File: config.mk
export PLATFORM = sky130hd
export DESIGN_NAME = sidx_queue
export DESIGN_NICKNAME = d
export VERILOG_FILES = /design/src/hw/rtl/sidx_pkg.sv /design/src/hw/rtl/sidx_queue.sv
export SDC_FILE = /design/constraint.sdc
export NUM_CORES = 1
export LEC_CHECK = 0
export BUFFER_PORTS_ARGS = -buffer_cell sky130_fd_sc_hd__buf_2
export CORE_ASPECT_RATIO = 0.9
export CORE_UTILIZATION = 31
export CTS_BUF_LIST = sky130_fd_sc_hd__clkbuf_16
export DETAILED_ROUTE_END_ITERATION = 8
export GPL_TIMING_DRIVEN = 0
export SETUP_SLACK_MARGIN = 0.5
export SLEW_MARGIN = 20
export SYNTH_ARGS = -nofsm -noshare
export SYNTH_HDL_FRONTEND = slang
export SYNTH_SLANG_ARGS = --single-unit
File: constraint.sdc
create_clock -name clk -period 4.4 [get_ports clk]
set_clock_uncertainty 0.05 [all_clocks]
set_input_delay 1.1 -clock clk [delete_from_list [all_inputs] [get_ports clk]]
set_output_delay 1.1 -clock clk [all_outputs]
set_load 0.1 [all_outputs]
File: src/hw/rtl/sidx_pkg.sv
// ----------------------------------------------------------------------------
// sidx_pkg: shared types and constants for the slice index normalizer
// Word layouts, error codes, item kinds and datapath widths.
// ----------------------------------------------------------------------------
package sidx_pkg;

	// defaults for top-level parameters
	localparam int INDEX_WIDTH_DEF = 32;
	localparam int QUEUE_DEPTH_DEF = 4;

	// field widths
	localparam int LEN_W  = 31;             // dimension length
	localparam int VAL_W  = 32;             // signed start/stop/step
	localparam int CNT_W  = 31;             // element count
	localparam int ERR_W  = 3;
	localparam int SPAN_W = 31;             // dividend of the count division
	localparam int MAG_W  = SPAN_W + 1;     // step magnitude, up to 2^31
	localparam int WIDE_W = VAL_W + 2;      // room for value + length

	// item kinds
	localparam logic CMD_SLICE = 1'b0;
	localparam logic CMD_INDEX = 1'b1;

	// error codes
	localparam logic [ERR_W-1:0] ERR_OK    = 3'd0;
	localparam logic [ERR_W-1:0] ERR_LEN   = 3'd1;
	localparam logic [ERR_W-1:0] ERR_EMPTY = 3'd2;
	localparam logic [ERR_W-1:0] ERR_STEP  = 3'd3;
	localparam logic [ERR_W-1:0] ERR_RANGE = 3'd4;

	typedef struct packed {
		logic             cmd;
		logic [LEN_W-1:0] dim_length;
		logic             start_given;
		logic [VAL_W-1:0] start_value;
		logic             stop_given;
		logic [VAL_W-1:0] stop_value;
		logic             step_given;
		logic [VAL_W-1:0] step_value;
	} item_t;

	typedef struct packed {
		logic [LEN_W-1:0] norm_start;
		logic [VAL_W-1:0] norm_stop;
		logic             stop_is_default;
		logic [VAL_W-1:0] norm_step;
		logic [CNT_W-1:0] element_count;
		logic [ERR_W-1:0] error_code;
	} result_t;

	// classified word handed from front to back
	typedef struct packed {
		logic [LEN_W-1:0]  norm_start;
		logic [VAL_W-1:0]  norm_stop;
		logic              stop_is_default;
		logic [VAL_W-1:0]  norm_step;
		logic [ERR_W-1:0]  error_code;
		logic [SPAN_W-1:0] span;
		logic [MAG_W-1:0]  mag;
	} job_t;

endpackage

File: src/hw/rtl/sidx_queue.sv
// ----------------------------------------------------------------------------
// sidx_queue: short FIFO between classifier and divider
// Register file with read and write pointers and an occupancy count.
// ----------------------------------------------------------------------------
module sidx_queue #(
	parameter int DEPTH = sidx_pkg::QUEUE_DEPTH_DEF
) (
	input  logic           clk,
	input  logic           arst_n,
	input  logic           push_valid,
	output logic           push_ready,
	input  sidx_pkg::job_t push_job,
	output logic           pop_valid,
	input  logic           pop,
	output sidx_pkg::job_t pop_job
);
	import sidx_pkg::*;

	localparam int AW = (DEPTH > 1) ? $clog2(DEPTH) : 1;

	job_t            entry_q [DEPTH];
	logic [AW-1:0]   wr_ptr_q, rd_ptr_q;
	logic [AW:0]     count_q;
	logic            do_push, do_pop;

	assign push_ready = (count_q != (AW+1)'(DEPTH));
	assign pop_valid  = (count_q != '0);
	assign do_push    = push_valid && push_ready;
	assign do_pop     = pop && pop_valid;
	assign pop_job    = entry_q[rd_ptr_q];

	always_ff @(posedge clk or negedge arst_n) begin
		if (!arst_n) begin
			wr_ptr_q <= '0;
			rd_ptr_q <= '0;
			count_q  <= '0;
		end else begin
			if (do_push) begin
				wr_ptr_q <= (wr_ptr_q == AW'(DEPTH-1)) ? '0 : wr_ptr_q + AW'(1);
			end
			if (do_pop) begin
				rd_ptr_q <= (rd_ptr_q == AW'(DEPTH-1)) ? '0 : rd_ptr_q + AW'(1);
			end
			if (do_push && !do_pop) begin
				count_q <= count_q + (AW+1)'(1);
			end else if (do_pop && !do_push) begin
				count_q <= count_q - (AW+1)'(1);
			end
		end
	end

	always_ff @(posedge clk) begin
		if (do_push) begin
			entry_q[wr_ptr_q] <= push_job;
		end
	end

endmodule

---- Word-level counts from Yosys, hierarchy flattened ----
Memory sizes are Yosys's and may differ from the RTL's.
Cells that the tools add are included.
word-level totals
  memories kept ........................... 1
  register bits ........................... 7
  logic and storage cells ................. 25
  latch bits .............................. 0
  memory bits (read-only) ................. 0
  output and inout bits ................... 164
  bits in writable memories ............... 648
  input bits .............................. 166
memory list
  memory   depth  bits a word  rd ports  clocked after Yosys merged registers in  write ports  RTL line          source
  entry_q  4      162          1         0                                        1            sidx_queue.sv:21  job_t entry_q [DEPTH];
operators by class
  divide/modulo/power cells ............... 0
  bitwise operators ....................... 0
  add/sub/neg operators ................... 4
  equality and inequality tests ........... 3
  multiplexer cells ....................... 6
  multipliers ............................. 0
  reduce and logical (&&, ||, !) cells .... 8
  magnitude comparators ................... 0
  shift-type cells ........................ 0
operators with widths
  operator                                                            number
  3-bit 2-to-1 mux                                                    2
  2-bit by 1-bit adder with 2-bit output, second input constant       2
  2-bit == test, second input constant                                2
  1-bit logical AND                                                   4
  2-bit 2-to-1 mux                                                    2
  3-bit by 1-bit adder with 3-bit output, second input constant       1
  3-bit != test, second input constant                                1
  3-bit nonzero test                                                  1
  3-bit by 1-bit subtractor with 3-bit output, second input constant  1
  1-bit zero test                                                     2
  1-bit 2-to-1 mux                                                    2
  2-bit nonzero test                                                  1

---- Logic depth before layout (Yosys ltp) ----
Gate-level depths: netlist (run 1).
  word-level depth ........................ 6
  mapped depth ............................ 8
  gate-level depth less buffers ........... 8

---- Least setup slack after synthesis (run 1) ----
Ideal clock, no wire load.
  kind .................................... input to register
  start point ............................. in push_valid
  end point ............................... mem entry_q[3][0] in the netlist's numbering (enable)
  required time ........................... 3,899 ps
  arrival ................................. 3,091 ps
  path buffers ............................ 0
  slack ................................... 809 ps
  stages .................................. 1
  library setup time ...................... 451 ps
  path through ............................ and3_2
between the ends
  longest elaborated chain between the ends .. 3
ends and longest elaborated chain
  item                                    RTL line          source
  from (decl)                             sidx_queue.sv:10  input logic push_valid,
  1-bit logical AND                       sidx_queue.sv:28  assign do_push = push_valid && push_ready;
  1-bit 2-to-1 mux                        sidx_queue.sv:53  if (do_push) begin
  1-bit 2-to-1 mux (not written as such)  sidx_queue.sv:54  entry_q[wr_ptr_q] <= push_job;
  to (decl)                               sidx_queue.sv:21
No other way between the ends.

==> summary.txt, run 1 <==
outcome: completed
share of cells above drive strength 1: 0.480
H-Tree Depth: 3
Register Area: 19600 µm²
drt drc: 0
Slew HR: 0.546
Avg Inst Size Synth: 26.9 µm²
Post-Syn Area: 23800 µm²
worst setup path class: register to output port
endpoints failing setup: 0
largest net degree at the start of global routing: 43
DIE AREA: 77800 µm²
Worst-Margin Slew: 681 ps
cell taking the most area after synthesis: edfxtp_1
Post-Synth XOR/XNOR Area: 0.00111
Synth Register Bits: 655
Multi-input gate area: 3920 µm²
CTS tree: done
Hold Buf Count CTS: 0
Clock Pin Slew Worst Setup and Hold Paths: 60 ps
CP Capture Type: output port
root buffer cell: clkbuf_16
worst hold margin: 296 ps
CTS Buf Count: 70
placed cell area: 27100 µm²
initial core utilization: 0.316
worst skew pair latency: 590 ps
Area Overhead vs Synth: 23.9%
clock buffer depth: 3
via count: 10800
initial antenna violation count: 8
RSZ-0062 raised after global routing: no
Post-Synthesis Cells: 882
fin crit period: 3730 ps
largest family of logic cells by synthesized area: multiplexers
r2r worst-path depth: 8
Initial DRC Count: 621
GRT Total Usage: 0.128
Fillers: 6729
ANT nets after route: 0
Final #Nets: 1472
R2R Setup Slk: 2130 ps
Main synth FF type: edfxtp_1
GR Overflow Total: 0
first-pass GRT wire length: 73500 µm
Final Cell Area: 29400 µm²
post-synthesis mux area share: 0.156
CP Max Fanout: 10
Port Buf Inserts: 329
Req. time, crit path: 3250 ps
Post-synth top cells: 648 x edfxtp_1, 162 x mux4_2, 16 x buf_4
RD Place Congestion: 0.700
Slew Limit Fails: 0
Die W: 294 µm
YS warnings: 0
Post-synth EDFFs: 648
WL/cell: 20.9 µm
Routed WL: 49600 µm
Achievable Freq: 268 MHz
worst hold path type: primary input to async pin
number of global-route vias before repair: 11600
Sink Count: 655
Synth Net Count: 1055
endpoints failing hold: 0
Post-Synth Simple-Gate Area: 0.00305
post-synthesis compound-gate area fraction: 0
post-synth cell types: 20
area share of the largest cell type after synthesis: 0.819
Final period util: 0.849
CP startpoint kind: register
arrival time worst endpoint: 2580 ps
Async S/R FF share, synth: 0.0107
Die H: 265 µm
core box area: 75200 µm²
Detail Placement HPWL: 32200 µm
cell with the most instances after synthesis: edfxtp_1
detail-routed via count per cell: 4.53
Post-Synth Adder-Cell Area: 0.00400
drt pass-1 iters: 4
I/O pins: 330
max-cap violations: 0
Std-Cell Rows: 95
Seq/Total Area, Yosys: 0.826
dominant cells by area after synthesis: edfxtp_1 82%, mux4_2 15%, dfrtp_1 0.74%
state kept, by name, indices dropped and copies added (netlist names):
signal,count
count_q,3
wr_ptr_q,2
entry_q,648
rd_ptr_q,2
worst max-delay path: stages, from the launching register on:
cell     delay (ps)
dfrtp_1         350
buf_4           250
buf_2           330
buf_2           360
mux4_2          250
buf_2           430
routing by layer:
layer	routed length, µm	up-vias	GRT usage
met5	70	-	0
met4	1280	10	0.0467
met3	2840	86	0.0335
met1	20300	5712	0.163
li1	-	4698	-
met2	25100	246	0.211
repair_timing:
| action | in CTS | in global routing |
|---|---|---|
| buffers inserted | 0 | 0 |
| setup endpoints to repair | 152 | 25 |
| gates resized for setup | 9 | 19 |
metrics by stage:
step	util	cells	setup WS, ps	TNS [ps]
6_report	0.391	2374	666	0
5_1_grt	0.391	2372	502	0
4_1_cts	0.391	2371	502	0
3_5_place_dp	0.360	2245	888	0
3_3_place_gp	0.355	2229	-1110	-690260
2_1_floorplan	-	882	809	0
cell usage in the layout, fill, tap and decap left out, drive strengths merged, types with 5 or more instances in the layout:
cell and count:
mux4 162, buf 364, bufinv 7, clkbuf 89, dfrtp 7, edfxtp 648, inv 24, mux2 5
clkinv 22, ha 6
cell type report:
cell class / count / share of cell area
diodes: 3 / 0.000255
plain buffers: 36 / 0.00761
clock buffers: 72 / 0.0612
clock inverters: 54 / 0.0155
inverters: 3 / 0.000383
multi-input cells: 188 / 0.133
flip-flops and latches: 655 / 0.667
well taps: 1018 / 0.0433
repair buffers: 345 / 0.0716
cells by family (layout without fill, tap and decap cells):
logic type | count (synthesis) | after routing
xor gates and xnor gates | 3 | 3
adders and majority gates | 7 | 7
buffers and inverters | 39 | 510
DFF | 655 | 655
muxes | 167 | 167
other | 0 | 3
and+or+nand+nor | 11 | 11
path summary, 6_finish.rpt:
path / startpoint / end
max: rd_ptr_q[1] / pop_job[128]
min: arst_n / wr_ptr_q[0]
max reg2reg: count_q[1] / count_q[2]
min reg2reg: count_q[2] / count_q[2]
max in group asynchronous: arst_n / rd_ptr_q[0]
min in group clk: count_q[2] / count_q[2]
Power of run 1 is not shown: default switching activity piles up to over one toggle a cycle in this logic, so the estimate is an artifact.
==> run 2, diff against run 1 <==
==> constraint.sdc (replaced) <==
create_clock -name clk -period 3.6 [get_ports clk]
set_clock_uncertainty 0.05 [all_clocks]
set_input_delay 0.9 -clock clk [delete_from_list [all_inputs] [get_ports clk]]
set_output_delay 0.9 -clock clk [all_outputs]
set_load 0.1 [all_outputs]
==> summary.txt, run 2 (same netlist as run 1, synthesis figures left out) <==
outcome: completed (unchanged)
Fillers: 6676 (was 6729)
share of cells above drive strength 1: 0.484 (was 0.480)
Largest Register: entry_q (unchanged)
cell mode on critical path: buf_12 (was buf_2)
CP startpoint kind: register (unchanged)
Setup WS pre-CTS: 288 ps (was 888 ps)
Hold Buf Count CTS: 0 (unchanged)
WL/cell: 20.9 µm (about the same)
DIE AREA: 77800 µm² (unchanged)
most frequent cells in the layout: 648 x edfxtp_1, 174 x buf_2, 162 x mux4_2 (was 648 x edfxtp_1, 321 x buf_2, 162 x mux4_2)
slowest cell delay on critical path: 640 ps (was 430 ps)
initial antenna violation count: 8 (unchanged)
Worst-Margin Slew: 515 ps (was 681 ps)
Post-CTS Setup Bufs: 0 (unchanged)
max-cap violations: 0 (unchanged)
DP Cell Count: 2245 (unchanged)
CTS tree: done (unchanged)
clock buffer depth: 3 (unchanged)
CTS Buf Count: 70 (unchanged)
worst setup path class: register to output port (unchanged)
Initial DRC Count: 635 (was 621)
RSZ-0062 raised after global routing: yes (was no)
fin crit period: 3220 ps
drt drc: 0 (unchanged)
first-pass GRT wire length: 73700 µm (was 73500 µm)
Sink Count: 655 (unchanged)
slowest cell on the critical path: mux4_2 (was buf_2)
endpoints failing hold: 0 (unchanged)
root buffer cell: clkbuf_16 (unchanged)
Detail Placement HPWL: 32200 µm (unchanged)
Final #Nets: 1472 (unchanged)
Req. time, crit path: 2650 ps (was 3250 ps)
via count: 10800 (about the same)
largest net degree at the start of global routing: 43 (unchanged)
worst skew pair latency: 590 ps (about the same)
largest registers: entry_q: 648 flops, count_q: 3 flops (unchanged)
worst path bufs/invs: 3 (was 4)
final setup TNS: 0 ps (unchanged)
Port Buf Inserts: 329 (unchanged)
final non-filler cell total: 2375 (was 2374)
max FFs per register: 648 (unchanged)
I/O pins: 330 (unchanged)
core box area: 75200 µm² (unchanged)
GR Overflow Total: 0 (unchanged)
setup slack after layout: 382 ps (was 666 ps)
Slew Limit Fails: 0 (unchanged)
Achievable Freq: 311 MHz
detail-routed via count per cell: 4.53 (about the same)
Final period util: 0.894
Layout Utilization: 0.399 (was 0.391)
Slew HR: 0.659 (was 0.546)
Area Overhead vs Synth: 26.4% (was 23.9%)
cell family contributing the most delay on the critical path: multiplexers (was buffers and inverters)
Routed WL: 49700 µm (was 49600 µm)
RD Place Congestion: 0.700 (unchanged)
drt pass-1 iters: 4 (unchanged)
most common cell after layout, fill and taps aside: edfxtp_1 (unchanged)
crit-path cells: buf_12 > buf_12 > mux4_2 > buf_8 (was buf_4 > buf_2 > buf_2 > mux4_2 > buf_2)
Clock Pin Slew Worst Setup and Hold Paths: 60 ps (about the same)
arrival time worst endpoint: 2270 ps (was 2580 ps)
endpoints failing setup: 0 (unchanged)
Die H: 265 µm (unchanged)
H-Tree Depth: 3 (unchanged)
CP Capture Type: output port (unchanged)
Std-Cell Rows: 95 (unchanged)
initial core utilization: 0.316 (unchanged)
CP Max Fanout: 10 (unchanged)
number of global-route vias before repair: 11600 (about the same)
Die W: 294 µm (unchanged)
GRT Total Usage: 0.128 (about the same)
worst hold path type: primary input to async pin (unchanged)
ANT nets after route: 0 (unchanged)
run 2: final timing paths:
path                             start            to  slack, ps  cells past startpoint
max                        rd_ptr_q[0]  pop_job[161]        380                      4
min                             arst_n   wr_ptr_q[0]        100                      1
max reg2reg                 count_q[1]    count_q[2]       1330                      8
min reg2reg                 count_q[2]    count_q[2]        430                      1
max in group asynchronous       arst_n   rd_ptr_q[0]       3210                      1
min in group clk            count_q[2]    count_q[2]        430                      1
run 2: final cells by class:
| type | instances | area [µm²] | area share |
|---|---|---|---|
| plain buffers | 36 | 410 | 0.0137 |
| clock buffers | 72 | 1800 | 0.0600 |
| repair buffers | 345 | 2510 | 0.0835 |
| flip-flops and latches | 655 | 19600 | 0.654 |
| inverters | 3 | 11.3 | 0.000375 |
| well taps | 1018 | 1270 | 0.0424 |
| multi-input cells | 188 | 3920 | 0.131 |
| diodes | 4 | 10.0 | 0.000333 |
| clock inverters | 54 | 455 | 0.0152 |
run 2: metal layers:
| layer | share of wire | GRT usage | vias up | wire length, µm |
|---|---|---|---|---|
| li1 | - | - | 4701 | - |
| met1 | 0.40 | 0.162 | 5697 | 20000 |
| met2 | 0.51 | 0.211 | 260 | 25200 |
| met3 | 0.063 | 0.0360 | 87 | 3150 |
| met4 | 0.026 | 0.0467 | 10 | 1280 |
| met5 | 0.0014 | 0 | - | 71 |
run 2: worst register-to-register path, delay by kind of cell (launching register included):
kind                       cells  cell delay (ps)
adders and majority gates      2              570
DFF                            1              420
xor gates and xnor gates       2              310
buffers and inverters          1               60
and+or+nand+nor                3              780
run 2: through the flow:
stage          instance area (µm²)  hold WS, ps
4_1_cts                      29800         45.4
2_1_floorplan                23800          397
3_3_place_gp                 26700          416
5_1_grt                      30000         63.8
3_5_place_dp                 27100          418
6_report                     30000         95.9
run 2: repair_timing:
action                     CTS  global route
pin swaps                    0             0
gates resized for setup    170           118
cloned                       0             0
setup endpoints to repair  162           161
Power of run 2 is left out for the same reason.
==> run 3, diff against run 2 <==
--- a/config.mk
+++ b/config.mk
@@ -11,6 +11,7 @@
 export CTS_BUF_LIST = sky130_fd_sc_hd__clkbuf_16
 export DETAILED_ROUTE_END_ITERATION = 8
 export GPL_TIMING_DRIVEN = 0
+export MAX_ROUTING_LAYER = met4
 export SETUP_SLACK_MARGIN = 0.5
 export SLEW_MARGIN = 20
 export SYNTH_ARGS = -nofsm -noshare
==> summary.txt, run 3 (same netlist as run 1, synthesis figures left out) <==
Req. time, crit path: 2650 ps (about the same)
Routed WL: 49700 µm (about the same)
GR Overflow Total: 0 (unchanged)
RSZ-0062 raised after global routing: yes (unchanged)
Largest Register: entry_q (unchanged)
largest registers: entry_q: 648 flops, count_q: 3 flops (unchanged)
Std-Cell Rows: 95 (unchanged)
Final #Nets: 1472 (unchanged)
worst skew pair latency: 590 ps (about the same)
via count: 10800 (about the same)
Sink Count: 655 (unchanged)
first-pass GRT wire length: 73600 µm (was 73700 µm)
detail-routed via count per cell: 4.52 (was 4.53)
max FFs per register: 648 (unchanged)
arrival time worst endpoint: 2260 ps (was 2270 ps)
H-Tree Depth: 3 (unchanged)
Slew Limit Fails: 0 (unchanged)
slowest cell on the critical path: mux4_2 (unchanged)
ANT nets after route: 0 (unchanged)
DP Cell Count: 2245 (unchanged)
Multi-input gate area: 3920 µm² (unchanged)
worst path bufs/invs: 3 (unchanged)
number of global-route vias before repair: 11600 (about the same)
GRT Total Usage: 0.132 (was 0.128)
R2R Setup Slk: 1330 ps (about the same)
Clock Pin Slew Worst Setup and Hold Paths: 60 ps (about the same)
Slew HR: 0.656 (was 0.659)
endpoints failing hold: 0 (unchanged)
root buffer cell: clkbuf_16 (unchanged)
DIE AREA: 77800 µm² (unchanged)
largest net degree at the start of global routing: 43 (unchanged)
Die H: 265 µm (unchanged)
outcome: completed (unchanged)
CP Capture Type: output port (unchanged)
Fillers: 6673 (was 6676)
CP startpoint kind: register (unchanged)
CTS Buf Count: 70 (unchanged)
routed length on met3: 3130 µm (was 3150 µm)
worst setup path class: register to output port (unchanged)
share of cells above drive strength 1: 0.484 (unchanged)
final non-filler cell total: 2380 (was 2375)
Detail Placement HPWL: 32200 µm (unchanged)
most common cell after layout, fill and taps aside: edfxtp_1 (unchanged)
WL/cell: 20.9 µm (about the same)
endpoints failing setup: 0 (unchanged)
CTS tree: done (unchanged)
Hold Buf Count CTS: 0 (unchanged)
I/O pins: 330 (unchanged)
Final period util: 0.892 (was 0.894)
met1 WL: 20100 µm (was 20000 µm)
Achievable Freq: 311 MHz (about the same)
Initial DRC Count: 660 (was 635)
cell family contributing the most delay on the critical path: multiplexers (unchanged)
most frequent cells in the layout: 648 x edfxtp_1, 175 x buf_2, 162 x mux4_2 (was 648 x edfxtp_1, 174 x buf_2, 162 x mux4_2)
core box area: 75200 µm² (unchanged)
crit-path cells: buf_12 > buf_12 > mux4_2 > buf_8 (unchanged)
drt drc: 0 (unchanged)
initial core utilization: 0.316 (unchanged)
Port Buf Inserts: 329 (unchanged)
Register Area: 19600 µm² (unchanged)
Die W: 294 µm (unchanged)
clock buffer depth: 3 (unchanged)
max-cap violations: 0 (unchanged)
drt pass-1 iters: 4 (unchanged)
cell mode on critical path: buf_12 (unchanged)
top routing layer used: met4 (was met5)
worst hold path type: primary input to async pin (unchanged)
initial antenna violation count: 8 (unchanged)
slowest cell delay on critical path: 640 ps (about the same)
RD Place Congestion: 0.707 (was 0.700)
Area Overhead vs Synth: 26.4% (about the same)
met2 WL: 25300 µm (was 25200 µm)
CP Max Fanout: 10 (unchanged)
fin crit period: 3210 ps (was 3220 ps)
Worst-Margin Slew: 520 ps (was 515 ps)
[run 3: cell types whose count changed in the layout (fill, tap and decap cells not counted), sizes merged]
cell,before,now
clkbuf,76,75
diode,4,9
buf,377,378
[run 3: worst register-to-register path: cells and delay by family (launching register included)]
family | cells | cell delay (ps)
xor gates and xnor gates | 2 | 310
DFF | 1 | 420
adders and majority gates | 2 | 570
buffers and inverters | 1 | 60
and+or+nand+nor | 3 | 780
[run 3: cell type report]
class,instances,area share
Multi-Input combinational cell,188,0.131
Buffer,36,0.0137
Inverter,3,0.000375
Tap cell,1018,0.0424
Sequential cell,655,0.654
Clock inverter,54,0.0152
Antenna cell,9,0.000750
Clock buffer,72,0.0600
Timing Repair Buffer,345,0.0834
[run 3: worst paths after layout]
| path | from | endpoint | depth (start not counted) |
|---|---|---|---|
| worst min-delay path | arst_n | wr_ptr_q[1] | 1 |
| min in group clk | count_q[2] | count_q[2] | 1 |
| worst min register to register | count_q[2] | count_q[2] | 1 |
| worst max register to register | count_q[1] | count_q[2] | 8 |
| worst max-delay path | rd_ptr_q[0] | pop_job[161] | 4 |
| max in group asynchronous | arst_n | rd_ptr_q[0] | 1 |
[run 3: routing by layer]
layer,vias to the layer above,GRT usage
met5,-,-
met4,0,0.0467
met3,78,0.0361
met2,257,0.211
met1,5711,0.162
li1,4706,-
[run 3: what timing repair did]
action	4_1_cts	5_1_grt
setup endpoints to repair	162	160
gates resized for setup	170	117
buffers inserted	0	0
pin swaps	0	0
[run 3: stage by stage]
step / TNS [ps] / utilization / area (µm²) / worst slack (ps) / hold slack, ps
after floorplan: 0 / - / 23800 / 187 / 397
after detailed placement: 0 / 0.360 / 27100 / 288 / 418
after global routing: 0 / 0.399 / 30000 / 272 / 63.3
final: 0 / 0.399 / 30000 / 387 / 96.3
after CTS: 0 / 0.397 / 29800 / 284 / 45.4
after global placement: -1079060 / 0.355 / 26700 / -1710 / 416
Power of run 3 is left out for the same reason.
