==> src/hw/rtl/sidx_pkg.sv <==
// ----------------------------------------------------------------------------
// sidx_pkg: shared types and constants for the slice index normalizer
// Word layouts, error codes, item kinds and datapath widths.
// ----------------------------------------------------------------------------
package sidx_pkg;

	// defaults for top-level parameters
	localparam int INDEX_WIDTH_DEF = 32;
	localparam int QUEUE_DEPTH_DEF = 4;

	// field widths
	localparam int LEN_W  = 31;             // dimension length
	localparam int VAL_W  = 32;             // signed start/stop/step
	localparam int CNT_W  = 31;             // element count
	localparam int ERR_W  = 3;
	localparam int SPAN_W = 31;             // dividend of the count division
	localparam int MAG_W  = SPAN_W + 1;     // step magnitude, up to 2^31
	localparam int WIDE_W = VAL_W + 2;      // room for value + length

	// item kinds
	localparam logic CMD_SLICE = 1'b0;
	localparam logic CMD_INDEX = 1'b1;

	// error codes
	localparam logic [ERR_W-1:0] ERR_OK    = 3'd0;
	localparam logic [ERR_W-1:0] ERR_LEN   = 3'd1;
	localparam logic [ERR_W-1:0] ERR_EMPTY = 3'd2;
	localparam logic [ERR_W-1:0] ERR_STEP  = 3'd3;
	localparam logic [ERR_W-1:0] ERR_RANGE = 3'd4;

	typedef struct packed {
		logic             cmd;
		logic [LEN_W-1:0] dim_length;
		logic             start_given;
		logic [VAL_W-1:0] start_value;
		logic             stop_given;
		logic [VAL_W-1:0] stop_value;
		logic             step_given;
		logic [VAL_W-1:0] step_value;
	} item_t;

	typedef struct packed {
		logic [LEN_W-1:0] norm_start;
		logic [VAL_W-1:0] norm_stop;
		logic             stop_is_default;
		logic [VAL_W-1:0] norm_step;
		logic [CNT_W-1:0] element_count;
		logic [ERR_W-1:0] error_code;
	} result_t;

	// classified word handed from front to back
	typedef struct packed {
		logic [LEN_W-1:0]  norm_start;
		logic [VAL_W-1:0]  norm_stop;
		logic              stop_is_default;
		logic [VAL_W-1:0]  norm_step;
		logic [ERR_W-1:0]  error_code;
		logic [SPAN_W-1:0] span;
		logic [MAG_W-1:0]  mag;
	} job_t;

endpackage

==> src/hw/rtl/sidx_front.sv <==
// ----------------------------------------------------------------------------
// sidx_front: input stage and classifier
// Wraps negative bounds in stage 1, then clamps, checks errors and forms
// the span and step magnitude for the count division.
// ----------------------------------------------------------------------------
module sidx_front #(
	parameter int INDEX_WIDTH = sidx_pkg::INDEX_WIDTH_DEF
) (
	input  logic            clk,
	input  logic            arst_n,
	input  logic            item_valid,
	output logic            item_stall,
	input  sidx_pkg::item_t item,
	output logic            job_valid,
	input  logic            job_ready,
	output sidx_pkg::job_t  job
);
	import sidx_pkg::*;

	localparam int EFF_W = (INDEX_WIDTH < VAL_W) ? INDEX_WIDTH : VAL_W;
	localparam int SH    = VAL_W - EFF_W;

	// read the low EFF_W bits as two's complement
	function automatic logic signed [VAL_W-1:0] sext_idx(input logic [VAL_W-1:0] v);
		sext_idx = $signed(v << SH) >>> SH;
	endfunction

	logic signed [VAL_W-1:0]  sv, stop_sv, step_sv;
	logic signed [WIDE_W-1:0] n_w, sv_w, stop_sv_w, start_w_d, stop_w_d;
	logic signed [VAL_W-1:0]  step_d;
	logic                     use_sv, neg_d;

	logic                     valid_s1;
	logic                     is_index_s1, stop_given_s1;
	logic [LEN_W-1:0]         n_s1;
	logic signed [VAL_W-1:0]  step_s1;
	logic signed [WIDE_W-1:0] start_w_s1, stop_w_s1;

	// stage 1: defaults for start, wrap of negative bounds
	always_comb begin
		sv        = sext_idx(item.start_value);
		stop_sv   = sext_idx(item.stop_value);
		step_sv   = sext_idx(item.step_value);
		n_w       = WIDE_W'(item.dim_length);
		sv_w      = WIDE_W'(sv);
		stop_sv_w = WIDE_W'(stop_sv);
		step_d    = item.step_given ? step_sv : VAL_W'(1);
		neg_d     = step_d[VAL_W-1];
		use_sv    = (item.cmd == CMD_INDEX) || item.start_given;
		if (use_sv) begin
			start_w_d = sv_w[WIDE_W-1] ? (sv_w + n_w) : sv_w;
		end else begin
			start_w_d = neg_d ? (n_w - WIDE_W'(1)) : '0;
		end
		stop_w_d = stop_sv_w[WIDE_W-1] ? (stop_sv_w + n_w) : stop_sv_w;
	end

	assign item_stall = valid_s1 && !job_ready;

	always_ff @(posedge clk or negedge arst_n) begin
		if (!arst_n) begin
			valid_s1 <= 1'b0;
		end else if (!item_stall) begin
			valid_s1 <= item_valid;
		end
	end

	always_ff @(posedge clk) begin
		if (item_valid && !item_stall) begin
			is_index_s1   <= item.cmd;
			stop_given_s1 <= item.stop_given;
			n_s1          <= item.dim_length;
			step_s1       <= step_d;
			start_w_s1    <= start_w_d;
			stop_w_s1     <= stop_w_d;
		end
	end

	// stage 2: clamp, error checks, span
	logic signed [WIDE_W-1:0] n2, nm1, st, sp, span_w;
	logic                     neg2;

	always_comb begin
		n2     = WIDE_W'(n_s1);
		nm1    = n2 - WIDE_W'(1);
		neg2   = step_s1[VAL_W-1];
		st     = '0;
		sp     = '0;
		span_w = '0;
		job    = '0;
		job.mag = MAG_W'(1);
		if (is_index_s1) begin
			if (!start_w_s1[WIDE_W-1] && (start_w_s1 < n2)) begin
				job.norm_start = start_w_s1[LEN_W-1:0];
				job.span       = SPAN_W'(1);
				job.error_code = ERR_OK;
			end else begin
				job.error_code = ERR_RANGE;
			end
		end else if (n_s1 == '0) begin
			job.error_code = ERR_LEN;
		end else if (step_s1 == '0) begin
			job.error_code = ERR_STEP;
		end else if (!neg2) begin
			st = start_w_s1[WIDE_W-1] ? '0 : start_w_s1;
			if (!stop_given_s1) begin
				sp = n2;
			end else begin
				sp = (stop_w_s1 > n2) ? n2 : stop_w_s1;
			end
			span_w = sp - st;
			if (st >= sp) begin
				job.error_code = ERR_EMPTY;
			end else begin
				job.norm_start = st[LEN_W-1:0];
				job.norm_stop  = sp[VAL_W-1:0];
				job.norm_step  = step_s1;
				job.span       = span_w[SPAN_W-1:0];
				job.mag        = MAG_W'(step_s1);
				job.error_code = ERR_OK;
			end
		end else begin
			st = (start_w_s1 > nm1) ? nm1 : start_w_s1;
			if (!stop_given_s1) begin
				sp = -WIDE_W'(1);
			end else begin
				sp = (stop_w_s1 < -WIDE_W'(1)) ? -WIDE_W'(1) : stop_w_s1;
			end
			span_w = st - sp;
			if (sp >= st) begin
				job.error_code = ERR_EMPTY;
			end else begin
				job.norm_start      = st[LEN_W-1:0];
				job.norm_stop       = sp[VAL_W-1:0];
				job.stop_is_default = (sp == -WIDE_W'(1));
				job.norm_step       = step_s1;
				job.span            = span_w[SPAN_W-1:0];
				job.mag             = MAG_W'(-step_s1);
				job.error_code      = ERR_OK;
			end
		end
	end

	assign job_valid = valid_s1;

endmodule

==> config.mk <==
export PLATFORM = sky130hd
export DESIGN_NAME = sidx_front
export DESIGN_NICKNAME = d
export VERILOG_FILES = /design/src/hw/rtl/sidx_pkg.sv /design/src/hw/rtl/sidx_front.sv
export SDC_FILE = /design/constraint.sdc
export NUM_CORES = 1
export LEC_CHECK = 0
export ABC_CLOCK_PERIOD_IN_PS = 7900
export BUFFER_PORTS_ARGS = -buffer_cell sky130_fd_sc_hd__buf_2
export CORE_UTILIZATION = 38
export DETAILED_ROUTE_END_ITERATION = 7
export SLEW_MARGIN = 20
export SYNTH_ARGS = -nofsm -noshare
export SYNTH_HDL_FRONTEND = slang
export SYNTH_SLANG_ARGS = --single-unit
export TNS_END_PERCENT = 50
==> constraint.sdc <==
create_clock -name clk -period 7.9 [get_ports clk]
set_clock_uncertainty 0.05 [all_clocks]
set_input_delay 0.395 -clock clk [delete_from_list [all_inputs] [get_ports clk]]
set_output_delay 0.395 -clock clk [all_outputs]
set_load 0.005 [all_outputs]
Yosys cells after proc, flatten, opt, wreduce, memory -nomap -nowiden
Cells that the tools add are included.
{"block": "totals", "ram_bits": 0, "latch_bits": 0, "wordCells": 74, "ff_bits": 133, "mem_bits_ro": 0, "n_memories": 0, "in_bits": 135, "output_inout_bits": 164}
{"block": "classes", "n_eq_ne": 1, "bitwise_logic": 0, "order_cmp": 6, "div": 0, "shifts": 0, "n_mul": 0, "n_mux": 42, "n_reduce_logical": 9, "addsub": 7}
{"cell": "2-to-1 mux 34 bit", "n": 17}
{"cell": "2-to-1 mux 63 bit", "n": 6}
{"cell": "2-to-1 mux 96 bit", "n": 3}
{"cell": "2-to-1 mux 31 bit", "n": 4}
{"cell": "2-to-1 mux 98 bit", "n": 1}
{"cell": ">= comparator 34 bit", "n": 2}
{"cell": "adder 32 x 32 -> 33 bit", "n": 2}
{"cell": "2-to-1 mux 65 bit", "n": 1}
{"cell": "2-to-1 mux 32 bit", "n": 2}
{"cell": "subtractor 31 x 1 -> 32 bit (second input constant)", "n": 2}
{"cell": "subtractor 31 bit", "n": 2}
{"cell": "equality test 34 x 1 -> 1 bit (second input constant)", "n": 1}
{"cell": "greater-than comparator 34 x 32 -> 1 bit", "n": 1}
{"cell": "< comparator 34 x 32 -> 1 bit", "n": 1}
{"cell": "greater-than comparator 33 x 32 -> 1 bit", "n": 1}
{"cell": "< comparator 33 x 1 -> 1 bit (second input constant)", "n": 1}
{"cell": "2-to-1 mux 33 bit", "n": 1}
{"cell": "zero test 32 bit", "n": 1}
{"cell": "negation 32 bit", "n": 1}
{"cell": "zero test 31 bit", "n": 1}
{"cell": "2-to-1 mux 3 bit", "n": 3}
{"cell": "2-to-1 mux 2 bit", "n": 2}
{"cell": "logical AND 1 bit", "n": 3}
{"cell": "zero test 1 bit", "n": 3}
{"cell": "2 further kinds", "n": 3}

Depth between registers and ports, before layout
Gate-level depths: netlist of the first run.
{"block": "logic_depth", "depth_word": 13, "depth_mapped": 34, "depth_no_buf": 28}

Worst setup path after synthesis of the first run
OpenSTA, ideal clock, no wires.
{"block": "synth_timing", "path_type": "register to output", "from": "register n_s1[11]", "to": "output port job[60] in the netlist's numbering", "path_slack_ns": 0.663, "arrival_ns": 6.792, "path_buffers": 4, "stages_incl_launch_ff": 32, "required_ns": 7.455, "cell_sequence": "edfxtp_1 -> or4_1 -> nor4_1 -> and2_1 -> nand3_1 -> nor2_1 -> nand4_1 -> xnor2_1 -> ha_1 -> a21o_1 -> a21o_1 -> a21oi_1 -> o22ai_1 -> nor3_1 -> a2bb2oi_1 -> nand2_1 -> clkbuf_1 -> buf_1 -> nand2_1 -> o21a_1 -> ha_1 -> a21o_1 -> a21o_1 -> a221o_1 -> a221oi_2 -> o2bb2ai_1 -> o21a_1 -> buf_6 -> or2_1 -> buf_6 -> or4_1 -> nand3_1"}
{"element": "start: declaration", "line_no": "sidx_front.sv:35", "rtl": "logic [LEN_W-1:0] n_s1;"}
{"element": "start signal: assignment", "line_no": "sidx_front.sv:72", "rtl": "n_s1 <= item.dim_length;"}
{"element": "end: declaration", "line_no": "sidx_front.sv:16", "rtl": "output sidx_pkg::job_t job"}

==> flow_metrics.env, run 1 <==
export IMPL_design_die_area_um2=52500
export IMPL_initial_utilization_pct=38.8
export IMPL_avgRoutedWirePerCell_um=21.6
export IMPL_tritoncts_num_buffers=17
export IMPL_pin_count_of_the_biggest_net_entering_global_routing=75
export IMPL_power_switching_uw=1430
export IMPL_cap_violations=0
export IMPL_worstSetupPathDepth=30
export IMPL_internal_power_uw=1950
export IMPL_area_growth_pct=17.4
export IMPL_synth_enable_flop_cells=131
export IMPL_pwr_share_clk_pct=22.3
export IMPL_drc_errors=0
export IMPL_final_core_util_pct=45.6
export IMPL_tritoncts_num_sinks=132
export IMPL_r2r_start="job_valid"
export IMPL_synth_lib_cells_used_distinct=83
export IMPL_final_cells=3422
export IMPL_timing_final_crit_share_pct=97.5
export IMPL_fp_dieW_um=229
export IMPL_max_vdd_ir_drop_v=0.000127
export IMPL_top_level_ports=299
export IMPL_share_of_post_route_cells_with_drive_strength_above_1_pct=17.9
export IMPL_netlist_area_um2=19600
export IMPL_synth_ff_latch_count=132
export IMPL_route_detailed_vias_per_inst=5.84
export IMPL_timing_final_crit_period_ns=7.70
export IMPL_finalHoldViolations=0
export IMPL_ctsHtreeMaxLevel=4
export IMPL_die_height_um=229
export IMPL_per_instance_average_area_after_synthesis_um2=8.05
export IMPL_timing_final_max_slew_violations=0
export IMPL_post_synth_top_area_cell="sky130_fd_sc_hd__edfxtp_1"
export IMPL_grt_pass1_vias=19000
export IMPL_r2r_worst_path_cells=3
export IMPL_worst_hold_path_cell_count=1
export IMPL_antenna_left=0
export IMPL_setup_tns_final_ns=0
export IMPL_cts_tree="yes"
export IMPL_critPathMaxFanout=6
export IMPL_yosys_area_top_type_share_pct=20.1
export IMPL_cts_root_buf="sky130_fd_sc_hd__clkbuf_16"
export IMPL_synth_async_sr_flop_share_pct=0.758
export IMPL_power_density_cell_area_nw_per_um2=147
export IMPL_logic_gate_share_of_total_power_pct=49.8
export IMPL_worst_setup_path_start_kind="flop"
export IMPL_cp_top_family="compound AO/OA/AOI/OAI gates"
export IMPL_clock_slew_at_the_register_clock_pins_of_the_worst_setup_and_hold_paths_ns=0.06
export IMPL_setup_reg_to_reg_worst_slack_ns=5.42
export IMPL_slew_headroom_pct=40.8
export IMPL_critical_path_arrival_ns=7.26
export IMPL_final_fill_count=5088
export IMPL_drt_first_pass_iters=5
export IMPL_crit_required_ns=7.46
export IMPL_io_buffers=298
export IMPL_rsz0062_at_grt="yes"
export IMPL_hold_path_class="in2reg"
export IMPL_path_common_cell="sky130_fd_sc_hd__buf_4"
export IMPL_fraction_of_power_consumed_by_sequential_logic_pct=27.9
export IMPL_clock_insertion_delay_worst_skew_ns=0.46
export IMPL_mappedNetlistNets=2861
export IMPL_wl_mm=73.8
export IMPL_worst_max_slew_pin_slew_ns=0.889
export IMPL_place_congestion=0.975
export IMPL_outcome="complete, no violations"
export IMPL_worstPathBufferInverterCount=6
export IMPL_number_of_violations_reported_at_the_end_of_detailed_routing_iteration_0=1520
export IMPL_num_rows=82
export IMPL_timing_hold_worst_endpoint="stop_given_s1"
export IMPL_place_inst=3374
export IMPL_yosys_most_used_dff="sky130_fd_sc_hd__edfxtp_1"
export IMPL_critical_path_max_stage_delay_ns=0.57
export IMPL_global_route_usage_total_pct=27.2
export IMPL_maximum_clock_insertion_buffer_count=2
export IMPL_syn_inst=2434
export IMPL_min_from="item[65]"
export IMPL_core_area_um2=50500
export IMPL_cp_slowest_cell="sky130_fd_sc_hd__or4_4"
export IMPL_setup_violations=0
export IMPL_grt_antenna_before_repair=2
export IMPL_critPathKind="reg2out"
export IMPL_first_pass_grt_wire_length_mm=111
export IMPL_place_detailed_hpwl_mm=61.4
export IMPL_endpoint_kind="output port"
export IMPL_netSwitchingFraction_pct=42.2
export IMPL_synth_yosys_seq_area_share_pct=20.2
export IMPL_fmaxAchievable_ghz=0.130
export IMPL_final_nets=3162
export IMPL_power_leakage_uw=0.0108
export IMPL_yosysWarningCount=0
export IMPL_grt_overflow_total=0
export IMPL_vias=20000
export IMPL_top_post_synthesis_cells_by_area="sky130_fd_sc_hd__edfxtp_1 20%, sky130_fd_sc_hd__ha_1 18%, sky130_fd_sc_hd__a21oi_1 5.2%"
export IMPL_critical_path_reg2reg_endpoint="stop_w_s1[1]"
==> synthesized netlist by cell type, types with 28 or more instances <==
master and number:
sky130_fd_sc_hd__a211oi_1 28, sky130_fd_sc_hd__a21o_1 116, sky130_fd_sc_hd__a21oi_1 204, sky130_fd_sc_hd__and2_1 76, sky130_fd_sc_hd__clkbuf_1 63, sky130_fd_sc_hd__edfxtp_1 131, sky130_fd_sc_hd__ha_1 288, sky130_fd_sc_hd__inv_1 181
sky130_fd_sc_hd__nand2_1 154, sky130_fd_sc_hd__nand2b_1 82, sky130_fd_sc_hd__nand3_1 45, sky130_fd_sc_hd__nand4_1 50, sky130_fd_sc_hd__nor2_1 110, sky130_fd_sc_hd__nor3_1 66, sky130_fd_sc_hd__o21a_1 60, sky130_fd_sc_hd__o21ai_0 143
sky130_fd_sc_hd__o22ai_1 71, sky130_fd_sc_hd__o2bb2ai_1 35, sky130_fd_sc_hd__or3_1 29, sky130_fd_sc_hd__xnor2_1 89, sky130_fd_sc_hd__xor2_1 56
==> state kept, by name, summed over array words and instances, names as in the netlist <==
signal / count
is_index_s1: 1
stop_given_s1: 1
start_w_s1: 33
stop_w_s1: 33
n_s1: 31
step_s1: 32
job_valid: 1
==> layer usage <==
layer  up-vias  share of wire [%]  global-route usage (%)
met5         -                  0                       0
met3       128                5.7                    3.64
met2       691                 45                    43.9
met4         0                3.9                    10.9
li1       9655                  -                       -
met1      9501                 45                    36.7
==> layout by cell type, fill, tap and decap left out, types with 9 or more instances in the layout <==
master,synthesis,final
sky130_fd_sc_hd__buf_2,25,298
sky130_fd_sc_hd__ha_1,288,285
sky130_fd_sc_hd__a21oi_1,204,200
sky130_fd_sc_hd__inv_1,181,181
sky130_fd_sc_hd__nand2_1,154,153
sky130_fd_sc_hd__o21ai_0,143,142
sky130_fd_sc_hd__edfxtp_1,131,131
sky130_fd_sc_hd__a21o_1,116,116
sky130_fd_sc_hd__nor2_1,110,107
sky130_fd_sc_hd__xnor2_1,89,88
sky130_fd_sc_hd__nand2b_1,82,82
sky130_fd_sc_hd__and2_1,76,73
sky130_fd_sc_hd__o22ai_1,71,71
sky130_fd_sc_hd__buf_4,0,70
sky130_fd_sc_hd__nor3_1,66,63
sky130_fd_sc_hd__o21a_1,60,60
sky130_fd_sc_hd__xor2_1,56,56
sky130_fd_sc_hd__nand4_1,50,50
sky130_fd_sc_hd__nand3_1,45,44
sky130_fd_sc_hd__o2bb2ai_1,35,30
sky130_fd_sc_hd__or3_1,29,29
sky130_fd_sc_hd__nor2b_1,27,26
sky130_fd_sc_hd__a211oi_1,28,26
sky130_fd_sc_hd__a31oi_1,20,20
sky130_fd_sc_hd__and3_1,20,20
sky130_fd_sc_hd__mux2i_1,17,17
sky130_fd_sc_hd__mux2_2,17,17
sky130_fd_sc_hd__clkbuf_16,0,17
sky130_fd_sc_hd__o211ai_1,16,16
sky130_fd_sc_hd__nor4_1,20,16
sky130_fd_sc_hd__o21bai_1,13,13
sky130_fd_sc_hd__o31ai_1,12,10
sky130_fd_sc_hd__nand3b_1,9,9
sky130_fd_sc_hd__a211o_1,9,9
sky130_fd_sc_hd__a22o_1,9,9
sky130_fd_sc_hd__a32oi_1,9,9
==> worst max-delay path by stage <==
stage | endpoint | slack, ns | startpoint
after global placement | job[161] | 0.15 | n_s1[11]
final | job[124] | 0.20 | n_s1[9]
after floorplan | job[60] | 0.66 | n_s1[11]
after global routing | job[149] | -0.08 | n_s1[3]
after CTS | job[15] | -0.02 | n_s1[9]
after detailed placement | job[161] | 0.02 | n_s1[9]
==> repair_timing <==
item / in CTS / in global routing
cloned: 0 / 2
resized for setup: 12 / 45
endpoints found under the setup margin: 89 / 154
buffers inserted: 0 / 11
hold buffers: 1 / 0
pin swaps: 1 / 4
hold endpoints to repair: 1 / 0
==> through the flow <==
stage	power, uW	area (um2)	setup slack [ns]	hold slack (ns)
2_1_floorplan	2000	19600	0.663	0.0494
3_3_place_gp	2550	22100	0.153	0.120
3_5_place_dp	2570	22100	0.0173	0.123
4_1_cts	3330	22700	-0.0243	0.0374
5_1_grt	3580	23000	-0.0757	0.0395
6_report	3380	23000	0.198	0.0665
==> cell families after synthesis <==
kind of cell / synth area share (%)
compound gates: 27.6
mux: 1.84
buf+inv: 5.64
fa+ha+maj: 18.8
xor+xnor: 6.48
flops: 20.2
simple gates: 19.4
==> area by class of cell <==
type | count | area, um2 | area share, %
inverter | 183 | 699 | 3.04
clock buffer | 17 | 425 | 1.85
tap | 672 | 841 | 3.65
sequential | 132 | 3960 | 17.2
timing repair buffer | 379 | 2180 | 9.46
clock inverter | 15 | 134 | 0.582
antenna | 2 | 5.00 | 0.0217
multi-input combinational | 2022 | 14800 | 64.2
==> power by group through the flow <==
stage | clock, uW | sequential (uW) | combinational [uW]
after global placement | 0 | 949 | 1600
after CTS | 767 | 935 | 1630
after detailed placement | 0 | 949 | 1620
after floorplan | 0 | 900 | 1100
after global routing | 796 | 944 | 1840
final | 753 | 941 | 1680
No activity file was read; power rests on OpenSTA's default activity.
==> inputs of run 2 (changes only) <==
- CORE_UTILIZATION: 38 -> 60
- PLACE_DENSITY: default -> 0.84
==> run 2 against run 1 <==
Flip-flop and latch count unchanged. Highest routed layer unchanged. Via count increased by 5.5%. Maximum frequency decreased by 1.5%. Utilization increased by 27 points.
==> flow_metrics.env, run 2 (synthesis gave the netlist of run 1 again) <==
export IMPL_tritoncts_num_sinks=132
export IMPL_power_density_cell_area_nw_per_um2=150
export IMPL_vias=21100
export IMPL_path_common_cell="sky130_fd_sc_hd__a21o_1"
export IMPL_core_area_um2=31900
export IMPL_design_power_total_uw=3440
export IMPL_power_leakage_uw=0.0109
export IMPL_final_cell_mix="299 x sky130_fd_sc_hd__buf_2, 284 x sky130_fd_sc_hd__ha_1, 192 x sky130_fd_sc_hd__a21oi_1"
export IMPL_cap_violations=0
export IMPL_insertedDiodeCount=0
export IMPL_route_detailed_vias_per_inst=6.60
export IMPL_netSwitchingFraction_pct=42.0
export IMPL_multi_input_comb_area_um2=15000
export IMPL_fraction_of_power_consumed_by_sequential_logic_pct=27.5
export IMPL_global_route_usage_total_pct=41.3
export IMPL_timing_final_max_slew_violations=0
export IMPL_critical_path_arrival_ns=7.37
export IMPL_logic_gate_share_of_total_power_pct=49.4
export IMPL_grt_pass1_vias=19600
export IMPL_antenna_left=0
export IMPL_worstPathBufferInverterCount=4
export IMPL_postPlaceCellArea_um2=21700
export IMPL_endpoint_kind="output port"
export IMPL_pwr_share_clk_pct=23.1
export IMPL_number_of_violations_reported_at_the_end_of_detailed_routing_iteration_0=2377
export IMPL_max_vdd_ir_drop_v=0.000143
export IMPL_final_cell_area_um2=23000
export IMPL_critPathKind="reg2out"
export IMPL_worst_hold_path_cell_count=1
export IMPL_fp_dieW_um=183
export IMPL_fmaxAchievable_ghz=0.128
export IMPL_grt_overflow_total=0
export IMPL_final_fill_count=2520
export IMPL_clock_insertion_delay_worst_skew_ns=0.45
export IMPL_io_buffers=298
export IMPL_timing_hold_worst_endpoint="stop_given_s1"
export IMPL_layout_cells_most_common="sky130_fd_sc_hd__buf_2"
export IMPL_power_switching_uw=1450
export IMPL_cp_slowest_cell="sky130_fd_sc_hd__or4_4"
export IMPL_finalHoldViolations=0
export IMPL_ctsHtreeMaxLevel=4
export IMPL_seq_area_um2=3960
export IMPL_grt_antenna_before_repair=0
export IMPL_drc_errors=0
export IMPL_share_of_post_route_cells_with_drive_strength_above_1_pct=19.1
export IMPL_num_rows=65
export IMPL_design_die_area_um2=33400
export IMPL_critPathMaxFanout=10
export IMPL_worst_max_slew_pin_slew_ns=0.937
export IMPL_place_congestion=1.07
export IMPL_place_detailed_hpwl_mm=56.4
export IMPL_r2r_worst_path_cells=3
export IMPL_die_height_um=183
export IMPL_avgRoutedWirePerCell_um=22.4
export IMPL_setup_reg_to_reg_worst_slack_ns=5.38
export IMPL_internal_power_uw=2000
export IMPL_reg_largest_list="start_w_s1: 33 flops, stop_w_s1: 33 flops, step_s1: 32 flops"
export IMPL_timing_final_crit_share_pct=99.0
export IMPL_crit_required_ns=7.46
export IMPL_initial_utilization_pct=61.5
export IMPL_critical_path_reg2reg_endpoint="stop_w_s1[5]"
export IMPL_final_nets=3171
export IMPL_setup_violations=0
export IMPL_worst_setup_path_start_kind="flop"
export IMPL_drt_first_pass_iters=6
export IMPL_outcome="complete, no violations"
export IMPL_tritoncts_num_buffers=17
export IMPL_clock_slew_at_the_register_clock_pins_of_the_worst_setup_and_hold_paths_ns=0.06
export IMPL_final_core_util_pct=72.2
export IMPL_cts_root_buf="sky130_fd_sc_hd__clkbuf_16"
export IMPL_cp_top_family="compound AO/OA/AOI/OAI gates"
export IMPL_setup_tns_final_ns=0
export IMPL_place_inst=3129
export IMPL_top_level_ports=299
export IMPL_cts_tree="yes"
export IMPL_slew_headroom_pct=37.5
export IMPL_timing_final_crit_period_ns=7.82
export IMPL_final_cells=3192
export IMPL_hold_path_class="in2reg"
export IMPL_pin_count_of_the_biggest_net_entering_global_routing=78
export IMPL_first_pass_grt_wire_length_mm=107
export IMPL_maximum_clock_insertion_buffer_count=2
export IMPL_critical_path_max_stage_delay_ns=0.59
export IMPL_area_growth_pct=17.4
export IMPL_wl_mm=71.5
export IMPL_min_from="item[65]"
export IMPL_r2r_start="job_valid"
==> run 2: cell count changes in the layout (fill, tap and decap cells not counted), moves of 4 or more <==
| cell | change |
|---|---|
| sky130_fd_sc_hd__o2bb2ai_2 | -4 |
| sky130_fd_sc_hd__xnor2_2 | +6 |
| sky130_fd_sc_hd__a21oi_2 | +7 |
| sky130_fd_sc_hd__o2bb2ai_1 | +4 |
| sky130_fd_sc_hd__a21oi_1 | -8 |
| sky130_fd_sc_hd__xnor2_1 | -6 |
==> run 2: routing by layer <==
metal  vias to the layer above  GRT usage, %  share of wire [%]
li1                       9676             -                  -
met1                      9814          55.2                 40
met2                      1354          65.0                 44
met3                       232          7.13                 11
met4                         0          19.4                5.1
met5                         -             0                  0
==> run 2: power by group through the flow <==
stage	clock [uW]	sequential, uW	combinational, uW
2_1_floorplan	0	900	1100
3_3_place_gp	0	949	1540
3_5_place_dp	0	948	1580
4_1_cts	801	934	1610
5_1_grt	826	945	1840
6_report	795	947	1700
==> run 2: worst max path at each step <==
stage / startpoint / endpoint / slack (ns) / cells after the start
floorplan: n_s1[11] / job[60] / 0.66 / 31
global placement: n_s1[11] / job[149] / 0.09 / 27
detailed placement: n_s1[11] / job[142] / -0.11 / 28
CTS: n_s1[9] / job[142] / 0.04 / 29
global route: n_s1[9] / job[11] / -0.05 / 29
finish: n_s1[9] / job[142] / 0.08 / 30
==> run 2: cell type report <==
cell class | instances | area share, %
flip-flops and latches | 132 | 17.2
clock buffers | 17 | 1.85
multi-input cells | 2022 | 65.0
inverters | 183 | 3.01
well taps | 435 | 2.36
repair buffers | 388 | 9.85
clock inverters | 15 | 0.690
==> run 2: metrics by stage <==
stage          worst slack [ns]  hold slack, ns
6_report                 0.0818          0.0758
5_1_grt                 -0.0537          0.0808
4_1_cts                  0.0381          0.0657
3_5_place_dp             -0.107           0.122
3_3_place_gp             0.0871           0.120
2_1_floorplan             0.663          0.0494
==> run 2: repair_timing <==
action                                  in CTS  in global routing
hold buffers                                 1                  0
pin swaps                                    3                 16
endpoints found under the setup margin     126                151
hold endpoints to repair                     1                  0
buffers inserted                             5                 21
gates cloned                                 2                  2
resized for setup                           21                 74
==> run 2: worst reg2reg max path: cells and delay by family (launching register included) <==
| family | cells | cell delay, ns |
|---|---|---|
| buffers and inverters | 1 | 0.84 |
| flip-flops | 1 | 0.38 |
| AND/OR/NAND/NOR | 2 | 0.80 |
